[src/rtl/pva_pkg.sv]
// ----------------------------------------------------------------------------
// pva_pkg
// Shared codes, field widths and types of the voice allocator.
// ----------------------------------------------------------------------------
package pva_pkg;

  localparam int CH_W   = 4;
  localparam int NOTE_W = 7;
  localparam int VEL_W  = 7;
  localparam int ACT_W  = 3;
  localparam int MAXV_W = 6;
  localparam int OP_W   = 2;

  localparam logic [OP_W-1:0] OP_NOTE   = 2'd0;
  localparam logic [OP_W-1:0] OP_STEAL  = 2'd1;
  localparam logic [OP_W-1:0] OP_FINISH = 2'd2;
  localparam logic [OP_W-1:0] OP_RSVD   = 2'd3;

  localparam logic [ACT_W-1:0] ACT_START    = 3'd0;
  localparam logic [ACT_W-1:0] ACT_STEAL    = 3'd1;
  localparam logic [ACT_W-1:0] ACT_RELEASE  = 3'd2;
  localparam logic [ACT_W-1:0] ACT_NO_MATCH = 3'd3;
  localparam logic [ACT_W-1:0] ACT_REMOVED  = 3'd4;
  localparam logic [ACT_W-1:0] ACT_FULL     = 3'd5;

  localparam logic REG_MAX_VOICES = 1'b0;
  localparam logic REG_FORCED     = 1'b1;

  typedef struct packed {
    logic live;
    logic note_hit;
    logic tag_hit;
  } cmp_t;

endpackage

[src/rtl/pva_cmp.sv]
// ----------------------------------------------------------------------------
// pva_cmp
// Shared compare unit: checks one voice entry against the current key.
// ----------------------------------------------------------------------------
module pva_cmp import pva_pkg::*; #(
  parameter int TAG_BITS = 16
) (
  input  logic [TAG_BITS-1:0] tag_i,
  input  logic [CH_W-1:0]     ch_i,
  input  logic [NOTE_W-1:0]   note_i,
  input  logic                steal_i,
  input  logic [TAG_BITS-1:0] key_tag_i,
  input  logic [CH_W-1:0]     key_ch_i,
  input  logic [NOTE_W-1:0]   key_note_i,
  output cmp_t                res_o
);

  assign res_o.live     = !steal_i;
  assign res_o.note_hit = !steal_i && (ch_i == key_ch_i) && (note_i == key_note_i);
  assign res_o.tag_hit  = (tag_i == key_tag_i);

endmodule

[src/rtl/pva_seq.sv]
// ----------------------------------------------------------------------------
// pva_seq
// Sequencer: voice list memory, scan and compaction passes, result register.
// ----------------------------------------------------------------------------
module pva_seq import pva_pkg::*; #(
  parameter int CAPACITY = 32,
  parameter int TAG_BITS = 16
) (
  input  logic                clk_i,
  input  logic                rst_ni,
  input  logic                start_i,
  input  logic [OP_W-1:0]     operation_i,
  input  logic [CH_W-1:0]     midi_channel_i,
  input  logic [NOTE_W-1:0]   midi_note_i,
  input  logic [VEL_W-1:0]    velocity_i,
  input  logic                force_req_i,
  input  logic                steal_all_i,
  input  logic [TAG_BITS-1:0] finished_tag_i,
  input  logic [MAXV_W-1:0]   max_voices_i,
  input  logic                forced_steal_i,
  output logic                busy_o,
  output logic                valid_o,
  output logic [ACT_W-1:0]    action_o,
  output logic [TAG_BITS-1:0] voice_tag_o,
  output logic [CH_W-1:0]     out_channel_o,
  output logic [NOTE_W-1:0]   out_note_o,
  output logic [VEL_W-1:0]    out_velocity_o,
  output logic                forced_o,
  output logic                last_o
);

  localparam int IW = $clog2(CAPACITY);
  localparam int CW = $clog2(CAPACITY + 1);
  localparam int EW = TAG_BITS + CH_W + NOTE_W + 1;

  typedef enum logic [1:0] {ST_IDLE, ST_SCAN, ST_APPEND, ST_SHIFT} state_e;
  typedef enum logic [1:0] {K_ON, K_OFF, K_STEAL, K_FIN} kind_e;

  typedef struct packed {
    logic [ACT_W-1:0]    act;
    logic [TAG_BITS-1:0] tag;
    logic [CH_W-1:0]     ch;
    logic [NOTE_W-1:0]   note;
    logic [VEL_W-1:0]    vel;
    logic                forced;
    logic                last;
  } res_t;

  state_e state_q, state_d;
  kind_e  kind_q, kind_d;

  logic [CH_W-1:0]     ch_q, ch_d;
  logic [NOTE_W-1:0]   note_q, note_d;
  logic [VEL_W-1:0]    vel_q, vel_d;
  logic                freq_q, freq_d;
  logic                all_q, all_d;
  logic [TAG_BITS-1:0] ftag_q, ftag_d;

  logic [CW-1:0]       n_q, n_d;
  logic [TAG_BITS-1:0] next_tag_q, next_tag_d;
  logic [CW-1:0]       ptr_q, ptr_d;
  logic                pv_q, pv_d;
  logic [IW-1:0]       pidx_q, pidx_d;
  logic                stop_q, stop_d;
  logic [CW-1:0]       live_q, live_d;
  logic                found_q, found_d;
  logic [IW-1:0]       hit_idx_q, hit_idx_d;
  logic [TAG_BITS-1:0] hit_tag_q, hit_tag_d;
  logic [CH_W-1:0]     hit_ch_q, hit_ch_d;
  logic [NOTE_W-1:0]   hit_note_q, hit_note_d;
  logic                pend_q, pend_d;
  logic [TAG_BITS-1:0] pend_tag_q, pend_tag_d;

  logic                valid_q, valid_d;
  res_t                res_q, res_d;

  logic [EW-1:0]       mem_q [CAPACITY];
  logic [EW-1:0]       rdata_q;
  logic [IW-1:0]       raddr;
  logic                we;
  logic [IW-1:0]       waddr;
  logic [EW-1:0]       wdata;

  logic [TAG_BITS-1:0] e_tag;
  logic [CH_W-1:0]     e_ch;
  logic [NOTE_W-1:0]   e_note;
  logic                e_steal;
  cmp_t                cmp;
  logic                issue;
  logic                scan_done;
  logic                steal_now;

  assign e_tag   = rdata_q[EW-1 -: TAG_BITS];
  assign e_ch    = rdata_q[NOTE_W+CH_W -: CH_W];
  assign e_note  = rdata_q[NOTE_W:1];
  assign e_steal = rdata_q[0];

  pva_cmp #(
    .TAG_BITS(TAG_BITS)
  ) u_cmp (
    .tag_i      (e_tag),
    .ch_i       (e_ch),
    .note_i     (e_note),
    .steal_i    (e_steal),
    .key_tag_i  (ftag_q),
    .key_ch_i   (ch_q),
    .key_note_i (note_q),
    .res_o      (cmp)
  );

  assign raddr     = ptr_q[IW-1:0];
  assign issue     = ((state_q == ST_SCAN && !stop_q) || state_q == ST_SHIFT) && (ptr_q < n_q);
  assign scan_done = !pv_q && (stop_q || ptr_q >= n_q);
  assign steal_now = (max_voices_i != '0) && (8'(live_q) >= 8'(max_voices_i)) && found_q;

  always_ff @(posedge clk_i) begin
    if (we) begin
      mem_q[waddr] <= wdata;
    end
    rdata_q <= mem_q[raddr];
  end

  always_comb begin
    state_d    = state_q;
    kind_d     = kind_q;
    ch_d       = ch_q;
    note_d     = note_q;
    vel_d      = vel_q;
    freq_d     = freq_q;
    all_d      = all_q;
    ftag_d     = ftag_q;
    n_d        = n_q;
    next_tag_d = next_tag_q;
    ptr_d      = issue ? ptr_q + 1'b1 : ptr_q;
    pv_d       = issue;
    pidx_d     = ptr_q[IW-1:0];
    stop_d     = stop_q;
    live_d     = live_q;
    found_d    = found_q;
    hit_idx_d  = hit_idx_q;
    hit_tag_d  = hit_tag_q;
    hit_ch_d   = hit_ch_q;
    hit_note_d = hit_note_q;
    pend_d     = pend_q;
    pend_tag_d = pend_tag_q;
    valid_d    = 1'b0;
    res_d      = res_q;
    we         = 1'b0;
    waddr      = '0;
    wdata      = '0;

    case (state_q)
      ST_IDLE: begin
        if (start_i) begin
          ch_d    = midi_channel_i;
          note_d  = midi_note_i;
          vel_d   = velocity_i;
          freq_d  = force_req_i;
          all_d   = steal_all_i;
          ftag_d  = finished_tag_i;
          ptr_d   = '0;
          stop_d  = 1'b0;
          live_d  = '0;
          found_d = 1'b0;
          pend_d  = 1'b0;
          case (operation_i)
            OP_NOTE: begin
              kind_d  = (velocity_i != '0) ? K_ON : K_OFF;
              state_d = ST_SCAN;
            end
            OP_STEAL: begin
              kind_d  = K_STEAL;
              state_d = ST_SCAN;
            end
            OP_FINISH: begin
              kind_d  = K_FIN;
              state_d = ST_SCAN;
            end
            default: begin
              state_d = ST_IDLE;
            end
          endcase
        end
      end

      ST_SCAN: begin
        if (pv_q) begin
          case (kind_q)
            K_ON: begin
              if (cmp.live) begin
                live_d = live_q + 1'b1;
                if (!found_q) begin
                  found_d    = 1'b1;
                  hit_idx_d  = pidx_q;
                  hit_tag_d  = e_tag;
                  hit_ch_d   = e_ch;
                  hit_note_d = e_note;
                end
              end
            end
            K_OFF: begin
              if (cmp.note_hit) begin
                found_d   = 1'b1;
                hit_tag_d = e_tag;
              end
            end
            K_STEAL: begin
              if (cmp.note_hit && !stop_q) begin
                we    = 1'b1;
                waddr = pidx_q;
                wdata = {rdata_q[EW-1:1], 1'b1};
                if (pend_q) begin
                  valid_d = 1'b1;
                  res_d   = '{act: ACT_STEAL, tag: pend_tag_q, ch: ch_q, note: note_q,
                              vel: '0, forced: freq_q, last: 1'b0};
                end
                pend_d     = 1'b1;
                pend_tag_d = e_tag;
                if (!all_q) begin
                  stop_d = 1'b1;
                end
              end
            end
            default: begin
              if (cmp.tag_hit && !found_q) begin
                found_d   = 1'b1;
                hit_idx_d = pidx_q;
                stop_d    = 1'b1;
                valid_d   = 1'b1;
                res_d     = '{act: ACT_REMOVED, tag: e_tag, ch: e_ch, note: e_note,
                              vel: '0, forced: 1'b0, last: 1'b1};
              end
            end
          endcase
        end else if (scan_done) begin
          case (kind_q)
            K_ON: begin
              if (steal_now) begin
                we      = 1'b1;
                waddr   = hit_idx_q;
                wdata   = {hit_tag_q, hit_ch_q, hit_note_q, 1'b1};
                valid_d = 1'b1;
                res_d   = '{act: ACT_STEAL, tag: hit_tag_q, ch: hit_ch_q, note: hit_note_q,
                            vel: '0, forced: forced_steal_i, last: 1'b0};
              end
              state_d = ST_APPEND;
            end
            K_OFF: begin
              valid_d = 1'b1;
              if (found_q) begin
                res_d = '{act: ACT_RELEASE, tag: hit_tag_q, ch: ch_q, note: note_q,
                          vel: '0, forced: 1'b0, last: 1'b1};
              end else begin
                res_d = '{act: ACT_NO_MATCH, tag: '0, ch: ch_q, note: note_q,
                          vel: '0, forced: 1'b0, last: 1'b1};
              end
              state_d = ST_IDLE;
            end
            K_STEAL: begin
              valid_d = 1'b1;
              if (pend_q) begin
                res_d = '{act: ACT_STEAL, tag: pend_tag_q, ch: ch_q, note: note_q,
                          vel: '0, forced: freq_q, last: 1'b1};
              end else begin
                res_d = '{act: ACT_NO_MATCH, tag: '0, ch: ch_q, note: note_q,
                          vel: '0, forced: 1'b0, last: 1'b1};
              end
              state_d = ST_IDLE;
            end
            default: begin
              if (found_q) begin
                ptr_d   = CW'(hit_idx_q) + 1'b1;
                stop_d  = 1'b0;
                state_d = ST_SHIFT;
              end else begin
                valid_d = 1'b1;
                res_d   = '{act: ACT_NO_MATCH, tag: ftag_q, ch: '0, note: '0,
                            vel: '0, forced: 1'b0, last: 1'b1};
                state_d = ST_IDLE;
              end
            end
          endcase
        end
      end

      ST_APPEND: begin
        valid_d = 1'b1;
        if (n_q >= CW'(CAPACITY)) begin
          res_d = '{act: ACT_FULL, tag: '0, ch: ch_q, note: note_q,
                    vel: vel_q, forced: 1'b0, last: 1'b1};
        end else begin
          we         = 1'b1;
          waddr      = n_q[IW-1:0];
          wdata      = {next_tag_q, ch_q, note_q, 1'b0};
          n_d        = n_q + 1'b1;
          next_tag_d = next_tag_q + 1'b1;
          res_d      = '{act: ACT_START, tag: next_tag_q, ch: ch_q, note: note_q,
                         vel: vel_q, forced: 1'b0, last: 1'b1};
        end
        state_d = ST_IDLE;
      end

      ST_SHIFT: begin
        if (pv_q) begin
          we    = 1'b1;
          waddr = pidx_q - 1'b1;
          wdata = rdata_q;
        end else if (ptr_q >= n_q) begin
          n_d     = n_q - 1'b1;
          state_d = ST_IDLE;
        end
      end

      default: begin
        state_d = ST_IDLE;
      end
    endcase
  end

  always_ff @(posedge clk_i or negedge rst_ni) begin
    if (!rst_ni) begin
      state_q    <= ST_IDLE;
      kind_q     <= K_ON;
      ch_q       <= '0;
      note_q     <= '0;
      vel_q      <= '0;
      freq_q     <= 1'b0;
      all_q      <= 1'b0;
      ftag_q     <= '0;
      n_q        <= '0;
      next_tag_q <= '0;
      ptr_q      <= '0;
      pv_q       <= 1'b0;
      pidx_q     <= '0;
      stop_q     <= 1'b0;
      live_q     <= '0;
      found_q    <= 1'b0;
      hit_idx_q  <= '0;
      hit_tag_q  <= '0;
      hit_ch_q   <= '0;
      hit_note_q <= '0;
      pend_q     <= 1'b0;
      pend_tag_q <= '0;
      valid_q    <= 1'b0;
      res_q      <= '0;
    end else begin
      state_q    <= state_d;
      kind_q     <= kind_d;
      ch_q       <= ch_d;
      note_q     <= note_d;
      vel_q      <= vel_d;
      freq_q     <= freq_d;
      all_q      <= all_d;
      ftag_q     <= ftag_d;
      n_q        <= n_d;
      next_tag_q <= next_tag_d;
      ptr_q      <= ptr_d;
      pv_q       <= pv_d;
      pidx_q     <= pidx_d;
      stop_q     <= stop_d;
      live_q     <= live_d;
      found_q    <= found_d;
      hit_idx_q  <= hit_idx_d;
      hit_tag_q  <= hit_tag_d;
      hit_ch_q   <= hit_ch_d;
      hit_note_q <= hit_note_d;
      pend_q     <= pend_d;
      pend_tag_q <= pend_tag_d;
      valid_q    <= valid_d;
      res_q      <= res_d;
    end
  end

  assign busy_o         = (state_q != ST_IDLE);
  assign valid_o        = valid_q;
  assign action_o       = res_q.act;
  assign voice_tag_o    = res_q.tag;
  assign out_channel_o  = res_q.ch;
  assign out_note_o     = res_q.note;
  assign out_velocity_o = res_q.vel;
  assign forced_o       = res_q.forced;
  assign last_o         = res_q.last;

  a_beat_from_work: assert property (@(posedge clk_i) disable iff (!rst_ni)
    valid_q |-> $past(state_q != ST_IDLE))
    else $error("result beat without work in progress");

  a_fill_bound: assert property (@(posedge clk_i) disable iff (!rst_ni)
    n_q <= CW'(CAPACITY))
    else $error("voice count above capacity");

  a_idle_no_read: assert property (@(posedge clk_i) disable iff (!rst_ni)
    (state_q == ST_IDLE) |-> !pv_q)
    else $error("read in flight while idle");

  a_accept_busy: assert property (@(posedge clk_i) disable iff (!rst_ni)
    (start_i && !busy_o && operation_i != OP_RSVD) |=> busy_o)
    else $error("accepted item did not start work");

endmodule

[src/rtl/polyphonic_voice_allocator.sv]
// ----------------------------------------------------------------------------
// polyphonic_voice_allocator
// Voice allocator with oldest-voice stealing and a register port.
// ----------------------------------------------------------------------------
// usage:
//   an event is taken on a rising edge with start high and busy low; busy
//   falls in the cycle that shows the last result beat, so the next event
//   can be taken at the edge that takes that beat (removal aside, see below)
//   each result beat is shown for one cycle with valid_o high, last_o marks
//   the final beat of an event; the receiver cannot stall, so beats are
//   never held back
//   voice list sits in a one-read one-write memory walked by one compare
//   unit, one entry a cycle; each event other than a reserved one scans it:
//     note-on           scan and steal if at the limit, then append
//     note-off, steal   scan; a single steal stops at the first match
//     voice finished    scan; removing an entry sends its beat when the
//                       entry is found and ends the scan, then busy stays
//                       high while the list is compacted
//   reserved operation code gives no beat and leaves busy low
//   registers max_voices (0x0) and forced_steal (0x4) are written over the
//   apb port, by the user only while the block is idle; nothing enforces it
//   reset empties the voice list, clears the tag counter and loads
//   max_voices with 8 and forced_steal with 0; no clearing pass is needed
// ----------------------------------------------------------------------------
module polyphonic_voice_allocator import pva_pkg::*; #(
  parameter int CAPACITY = 32,
  parameter int TAG_BITS = 16
) (
  input  logic                clk_i,
  input  logic                rst_ni,
  input  logic                psel,
  input  logic                penable,
  input  logic                pwrite,
  input  logic [2:0]          paddr,
  input  logic [31:0]         pwdata,
  output logic [31:0]         prdata,
  output logic                pready,
  input  logic                start,
  output logic                busy,
  input  logic [OP_W-1:0]     operation_i,
  input  logic [CH_W-1:0]     midi_channel_i,
  input  logic [NOTE_W-1:0]   midi_note_i,
  input  logic [VEL_W-1:0]    velocity_i,
  input  logic                force_req_i,
  input  logic                steal_all_i,
  input  logic [TAG_BITS-1:0] finished_tag_i,
  output logic                valid_o,
  output logic [ACT_W-1:0]    action_o,
  output logic [TAG_BITS-1:0] voice_tag_o,
  output logic [CH_W-1:0]     out_channel_o,
  output logic [NOTE_W-1:0]   out_note_o,
  output logic [VEL_W-1:0]    out_velocity_o,
  output logic                forced_o,
  output logic                last_o
);

  logic [MAXV_W-1:0] max_voices_q;
  logic              forced_steal_q;
  logic              wr_en;

  assign pready = 1'b1;
  assign wr_en  = psel && penable && pwrite;

  always_ff @(posedge clk_i or negedge rst_ni) begin
    if (!rst_ni) begin
      max_voices_q   <= MAXV_W'(8);
      forced_steal_q <= 1'b0;
    end else if (wr_en) begin
      case (paddr[2])
        REG_MAX_VOICES: max_voices_q   <= pwdata[MAXV_W-1:0];
        REG_FORCED:     forced_steal_q <= pwdata[0];
        default: begin
        end
      endcase
    end
  end

  always_comb begin
    case (paddr[2])
      REG_MAX_VOICES: prdata = 32'(max_voices_q);
      REG_FORCED:     prdata = 32'(forced_steal_q);
      default:        prdata = '0;
    endcase
  end

  pva_seq #(
    .CAPACITY(CAPACITY),
    .TAG_BITS(TAG_BITS)
  ) u_seq (
    .clk_i          (clk_i),
    .rst_ni         (rst_ni),
    .start_i        (start),
    .operation_i    (operation_i),
    .midi_channel_i (midi_channel_i),
    .midi_note_i    (midi_note_i),
    .velocity_i     (velocity_i),
    .force_req_i    (force_req_i),
    .steal_all_i    (steal_all_i),
    .finished_tag_i (finished_tag_i),
    .max_voices_i   (max_voices_q),
    .forced_steal_i (forced_steal_q),
    .busy_o         (busy),
    .valid_o        (valid_o),
    .action_o       (action_o),
    .voice_tag_o    (voice_tag_o),
    .out_channel_o  (out_channel_o),
    .out_note_o     (out_note_o),
    .out_velocity_o (out_velocity_o),
    .forced_o       (forced_o),
    .last_o         (last_o)
  );

endmodule

[config.mk]
export PLATFORM = sky130hd
export DESIGN_NAME = polyphonic_voice_allocator
export DESIGN_NICKNAME = d
export VERILOG_FILES = /design/src/rtl/pva_pkg.sv /design/src/rtl/pva_cmp.sv /design/src/rtl/pva_seq.sv /design/src/rtl/polyphonic_voice_allocator.sv
export SDC_FILE = /design/constraint.sdc
export NUM_CORES = 1
export LEC_CHECK = 0
export ABC_AREA = 1
export BUFFER_PORTS_ARGS = -buffer_cell sky130_fd_sc_hd__buf_2
export CORE_UTILIZATION = 45
export DETAILED_ROUTE_END_ITERATION = 10
export PLACE_DENSITY = 0.64
export RECOVER_POWER = 100
export SYNTH_ARGS = -nofsm -noshare
export SYNTH_HDL_FRONTEND = slang
export SYNTH_HIERARCHICAL = 1
export SYNTH_SLANG_ARGS = --single-unit
[constraint.sdc]
create_clock -name clk_i -period 5 [get_ports clk_i]
set_clock_uncertainty 0.2 [all_clocks]
set_input_delay 0.25 -clock clk_i [delete_from_list [all_inputs] [get_ports clk_i]]
set_output_delay 0.25 -clock clk_i [all_outputs]
set_load 0.005 [all_outputs]
# Word level (Yosys, flattened, before mapping)
# Memories as Yosys holds them, arrays and structs flattened. A register that Yosys moved wholly into a read port is not among the register bits.
# Index checks and enable logic that the tools add are counted.
[op_classes]
add_sub_neg = 7
multipliers = 0
div_mod_pow = 0
order_cmp = 4
eq_ne = 38
shift = 0
n_mux = 106
n_bitwise = 5
n_reduce_logical = 49
[ops]
columns = ["operator", "n"]
rows = [
  ["$mux W39", 8],
  ["$mux W28", 8],
  ["$pmux W39 S2", 2],
  ["$pmux W39 S3", 1],
  ["$pmux W28 S3", 1],
  ["$mux W6", 13],
  ["$pmux W32 S2", 1],
  ["$mux W5", 11],
  ["$mux W16", 3],
  ["$mux W38", 1],
  ["$mux W37", 1],
  ["$pmux W6 S2", 3],
  ["$mux W1", 32],
  ["$pmux W16 S2", 1],
  ["$ne A2 B2 Y1 const B", 12],
  ["$ne A4 B4 Y1 const B", 5],
  ["$reduce_and A5 Y1", 4],
  ["$add A6 B1 Y6 const B", 3],
  ["$add A16 B1 Y16 const B", 1],
  ["$eq A16 B16 Y1", 1],
  ["$pmux W5 S3", 1],
  ["$pmux W1 S2", 7],
  ["$ge A6 B6 Y1", 2],
  ["$mux W2", 6],
  ["38 further kinds", 81],
]
[word_totals]
register_bits = 178
latch_bits = 0
mem_bits_rw = 896
mem_bits_ro = 0
in_bits = 79
wordCells = 242
memories = 1
[mem_list]
columns = ["name", "depth", "word_bits", "read_ports", "rd_ports_with_merged_regs", "write_ports", "line_no", "source"]
rows = [
  ["u_seq.mem_q", 32, 28, 1, 1, 1, "pva_seq.sv:77", "logic [EW-1:0] mem_q [CAPACITY];"],
]

# Logic depth before layout (Yosys ltp)
[depth]
depth_word = 10
ltp_mapped = 19
ltp_nobuf = 19

# By module
# Netlist, hierarchy kept.
[modules_own_cells]
columns = ["module", "n_inst", "cells_each", "area_each_um2"]
rows = [
  ["pva_seq", 1, 3887, 45165.8],
  ["polyphonic_voice_allocator", 1, 77, 586.8],
  ["pva_cmp", 1, 83, 412.9],
]

# Worst setup path after synthesis
# OpenSTA, ideal clock, no wires.
[synth_path]
path_kind = "register to register"
from = "reg u_seq.ptr_q[0]"
to = "mem u_seq/mem_q[13][0] (netlist name), enable pin"
setup_ns = 0.413
arrival_ns = 3.294
path_slack_ns = 1.093
path_stages_with_launch = 15
path_buffers = 3
path_cell_list = "dfrtp_1 buf_2 inv_4 buf_2 buf_2 ha_1 nand2_1 inv_1 nand2_1 nand4_2 nand3_2 nor2_1 nor2_1 nand3_2 nor2_1"
[synth_between]
elab_chain_cells = 8
elab_cells_between_ends = 11
[synth_lines]
columns = ["element", "line_no", "source"]
rows = [
  ["start, declared", "pva_seq.sv:61", "logic [CW-1:0] ptr_q, ptr_d;"],
  ["start signal, assigned", "pva_seq.sv:357", "ptr_q <= ptr_d;"],
  ["$ge A6 B6 Y1 (*)", "pva_seq.sv:113", "assign scan_done = !pv_q && (stop_q || ptr_q >= n_q);"],
  ["$logic_or A1 B1 Y1 (*)", "pva_seq.sv:113", ""],
  ["$logic_and A1 B1 Y1 (*)", "pva_seq.sv:113", ""],
  ["$mux W1", "pva_seq.sv:235", "end else if (scan_done) begin"],
  ["$mux W1", "pva_seq.sv:187", "if (pv_q) begin"],
  ["$pmux W1 S3", "pva_seq.sv:152", "case (state_q)"],
  ["$mux W1", "pva_seq.sv:117", "if (we) begin"],
  ["$mux W1 (not written as such)", "pva_seq.sv:118", "mem_q[waddr] <= wdata;"],
  ["end, declared", "pva_seq.sv:77", ""],
]
# Every way passes the cells marked *; elsewhere a longest branch is shown, timed or not.

==> results.md <==
Outcome:
- The run finished, with violations left.
- The final reports fail on capacitance limit, slew limit.

Final layout:
- The area used by sequential logic in the layout is 0.0319 sq mm.
- The growth of design area from synthesis to finish is 14.2%.
- The net count of the finished layout is 4312.
- The proportion of layout cells with a drive suffix above 1 is 0.0936.
- The finished cells cover 0.0527 sq mm.
- In the final layout, the multi-input gates occupy 0.0126 sq mm.
- The fill cell total of the finished layout is 8668.

Global route:
- The number of antenna violations at the first check in global routing came to 4.
- The first global-routing pass estimated 185000 um of wire.
- The number of global-route vias before repair is 30072.
- The combined global-route utilization of all metal layers is 0.233.
- The residual overflow from global routing is 0.
- Entering global routing, the biggest net connects 159 pins.

Detailed routing:
- The post-detailed-route count of antenna-violating nets is 0.
- The detail-routed net length per standard cell is 21.6 um.
- After detailed routing, the number of remaining DRC violations is 0.
- The first-pass iteration count of the detailed router is 5.
- The number of vias after detailed routing is 31742.
- Using the TritonRoute via totals, the vias-per-cell ratio works out to 5.61.
- The first routing iteration left 3416 violations.
- For this block, the routed nets add up to 122000 um of wire.

Placement:
- The congestion estimate from routability-driven global placement came to 0.840.
- The worst setup slack after placement is 0.785 ns.
- The port buffer count is 97.
- After legalization and detailed placement, the total HPWL measured 69800 um.
- The placement-stage cell area is 0.0486 sq mm.

Worst setup path:
- The worst register-to-register path has a depth of 7.
- In this run the worst path has a maximum fanout of 34.
- The critical path is of the reg -> reg type.
- The kind of end point of the critical path is a register.
- The worst register-to-register path ends at u_seq/rdata_q[19]$_DFF_P_.
- Data on the critical path is required at its endpoint by 5.35 ns.
- The worst setup path is launched from a register.
- The reg2reg setup slack is 0.27 ns.
- Data arrives at the worst endpoint at 5.08 ns.
- The worst register-to-register path begins at u_seq/ptr_q[3]$_DFF_PN0_.

Die:
- The floorplan has 117 rows.
- The die covers 0.104 sq mm.
- From left edge to right edge, the die measures 322 um.
- The core box area is 0.102 sq mm.
- The I/O pin count is 153.
- The starting utilization of the core area is 0.454.
- The height of the chip is 322 um.

Timing:
- The worst setup margin is 0.274 ns.
- The final-report hold violation count was 0.
- The period utilization is 0.945.
- The timing-limited maximum frequency is 212 MHz.
- The number of endpoints failing setup at the final stage is 0.
- The minimum clock period after layout is 4.73 ns.
- Setup repair after global routing left no endpoint under its margin.
- The final-report max-slew violation count is 208.
- The worst max-slew margin expressed relative to the limit is -0.957.
- The pin slew with the least headroom to its limit is 2.93 ns.
- After routing, the total negative slack on setup checks comes to 0 ns.

Logic synthesis:
- The part of the Yosys area used for sequential elements is 0.691.
- The area share of fa/ha/maj cells after synthesis is 0.00884.
- The area fraction of the dominant cell type after synthesis is 0.583.
- The number of enable flip-flop cells after synthesis is 896.
- In this run, synthesis produced a sequential element count of 1102.
- The count of warnings emitted by yosys is 6.
- For this run, asynchronously set or reset flops after synthesis account for 0.162.
- The distinct cell type count after synthesis is 55.
- The dominant combinational cell family by area after synthesis is compound AO/OA/AOI/OAI gates.
- After synthesis, the share of cell area in mux cells is 0.00564.
- The synthesized design spends more area on one cell type than any other, namely edfxtp_1.
- The post-synthesis instance area is 0.0462 sq mm.
- The fraction of the mapped netlist area in simple logic gates is 0.111.
- The average instance in the mapped netlist occupies 11.4 sq um.
- The most frequently used flop master after synthesis is edfxtp_1.
- The share of the synthesized netlist area taken by xor and xnor gates is 0.00873.
- The compound-gate portion of the synthesized area was 0.132.
- By area the synthesized netlist is led by edfxtp_1 (58%), dfrtp_1 (9.6%), o21ai_0 (6.5%), nor2_1 (5.1%), nand2_1 (4.6%).
- Counting every instance in the synthesized netlist gives 4047.

Pwr:
- VDD sags by at most 0.316 mV.
- The design draws 0.0262 W.
- The static power due to leakage is 20.5 nW.
- For this design the ratio of total power to cell area is 497 mW/mm^2.

Hold path:
- The worst-case hold path end point is u_seq/note_q[1]$_DFFE_PN0P_.
- The class of the tightest hold or removal check is in -> reg.
- The startpoint identified for the worst hold timing path is midi_note_i[1].
- The number of stages on the worst hold path is 4.

CTS:
- The clock tree root driver cell is clkbuf_16.
- Buffers added to address setup during post-CTS repair amount to 0.
- The total clock sinks is 1102.
- The clock tree from TritonCTS is done.
- The number of buffers on the longest clock path is 3.
- The count of H-tree levels built during CTS is 3.
- Clock-pin slew was measured on the worst setup and hold paths at 0.06 ns.
- The clock latency reported for the late side of the worst-skew pair is 0.70 ns.
- The TritonCTS buffer count is 109.

Run:
- The total of max-cap violations is 4.
kinds of logic (layout without fill, tap and decap cells):
kind of cell    Yosys count  after routing
simple gates           1294           1294
buf+inv                 440            661
mux                      26             26
xor+xnor                 46             46
other cells               2             28
flops                  1102           1102
fa+ha+maj                32             32
compound gates         1105           1105
cell usage after synthesis, drive strengths merged, types with 28 or more instances:
| cell | number |
|---|---|
| ha | 31 |
| inv | 168 |
| o22ai | 265 |
| dfxtp | 28 |
| edfxtp | 896 |
| nand3 | 46 |
| clkbuf | 163 |
| nand2 | 575 |
| o21ai | 670 |
| buf | 107 |
| dfrtp | 177 |
| nor2 | 639 |
| a21oi | 105 |
cells in the final DEF, fill, tap and decap left out, types with 26 or more instances in the layout:
cell             n
buf_4           54
buf_2           58
nand2_1        570
o22ai_1        265
dfrtp_1        173
dlygate4sd3_1   86
mux2i_1         26
clkbuf_1        66
a21oi_1         99
nor2_4          26
dfxtp_1         28
o21ai_0        652
ha_1            31
clkinv_1        26
conb_1          27
clkbuf_16      113
edfxtp_1       896
nand3_1         43
nor2_1         593
inv_1          152
state kept, by name (all words and copies together), names as in the netlist, 5 cells and up:
| name | cells |
|---|---|
| u_seq/ftag_q | 16 |
| u_seq/note_q | 7 |
| u_seq/out_velocity_o | 7 |
| u_seq/pidx_q | 5 |
| u_seq/live_q | 6 |
| u_seq/n_q | 6 |
| u_seq/rdata_q | 28 |
| u_seq/hit_tag_q | 16 |
| max_voices_q | 6 |
| u_seq/out_note_o | 7 |
| u_seq/pend_tag_q | 16 |
| u_seq/next_tag_q | 16 |
| u_seq/voice_tag_o | 16 |
| u_seq/hit_idx_q | 5 |
| u_seq/hit_note_q | 7 |
| u_seq/ptr_q | 6 |
| u_seq/mem_q | 896 |
| u_seq/vel_q | 7 |
worst max-delay path, cell delays in order (launching register included):
cell and delay (ns):
dfrtp_2 0.40, clkbuf_1 0.60, inv_1 1.53, clkbuf_2 0.79, o21ai_0 0.28, o22ai_1 0.22, nand2_1 0.13, o21ai_1 0.36
what timing repair did:
action                    CTS  global route
hold buffers               86             0
hold endpoints to repair  158             0
gates resized for setup     0             0
through the flow:
| stage | utilization | hold WS [ns] | std cells |
|---|---|---|---|
| 2_1_floorplan | - | -0.246 | 4072 |
| 3_3_place_gp | 0.477 | 0.253 | 5372 |
| 3_5_place_dp | 0.477 | 0.252 | 5372 |
| 4_1_cts | 0.521 | 0.0919 | 5661 |
| 5_1_grt | 0.518 | 0.163 | 5661 |
| 6_report | 0.518 | 0.146 | 5662 |
power by group:
group          switching (W)  total (W)  leakage (nW)  internal [W]
logic                0.00481    0.00700          6.59       0.00219
clock network        0.00347    0.00812          1.74       0.00464
registers           0.000535     0.0111          12.2        0.0105
worst max path at each step:
stage / cells after the start / to / slack (ns) / from
final: 7 / u_seq/rdata_q[19]$_DFF_P_ / 0.27 / u_seq/ptr_q[3]$_DFF_PN0_
after global routing: 11 / u_seq/mem_q[1][7]$_DFFE_PP_ / 0.17 / u_seq/state_q[0]$_DFFE_PN0P_
after CTS: 16 / u_seq/mem_q[13][21]$_DFFE_PP_ / 0.72 / u_seq/note_q[5]$_DFFE_PN0P_
after detailed placement: 16 / u_seq/mem_q[13][18]$_DFFE_PP_ / 0.79 / u_seq/note_q[5]$_DFFE_PN0P_
after global placement: 16 / u_seq/mem_q[13][18]$_DFFE_PP_ / 0.84 / u_seq/rdata_q[0]$_DFF_P_
after floorplan: 14 / u_seq/mem_q[13][0]$_DFFE_PP_ / 1.09 / u_seq/ptr_q[0]$_DFF_PN0_
final cells by class:
cell class	count	share of cell area
flip-flops and latches	1102	0.606
multi-input cells	2530	0.238
clock buffers	136	0.0558
repair buffers	288	0.0432
well taps	1368	0.0325
inverters	170	0.0126
clock inverters	67	0.0117
diodes	1	0.0000475
per-layer routing:
layer  wire length [um]  share of wire  GRT usage  up-vias
met4               2790          0.023     0.0654        0
li1                   -              -          -    14675
met3               9140          0.075     0.0296      167
met2              56700           0.46      0.372     1293
met1              53600           0.44      0.336    15607
met5                  0              0          0        -
(Power assumes the default switching activity.)
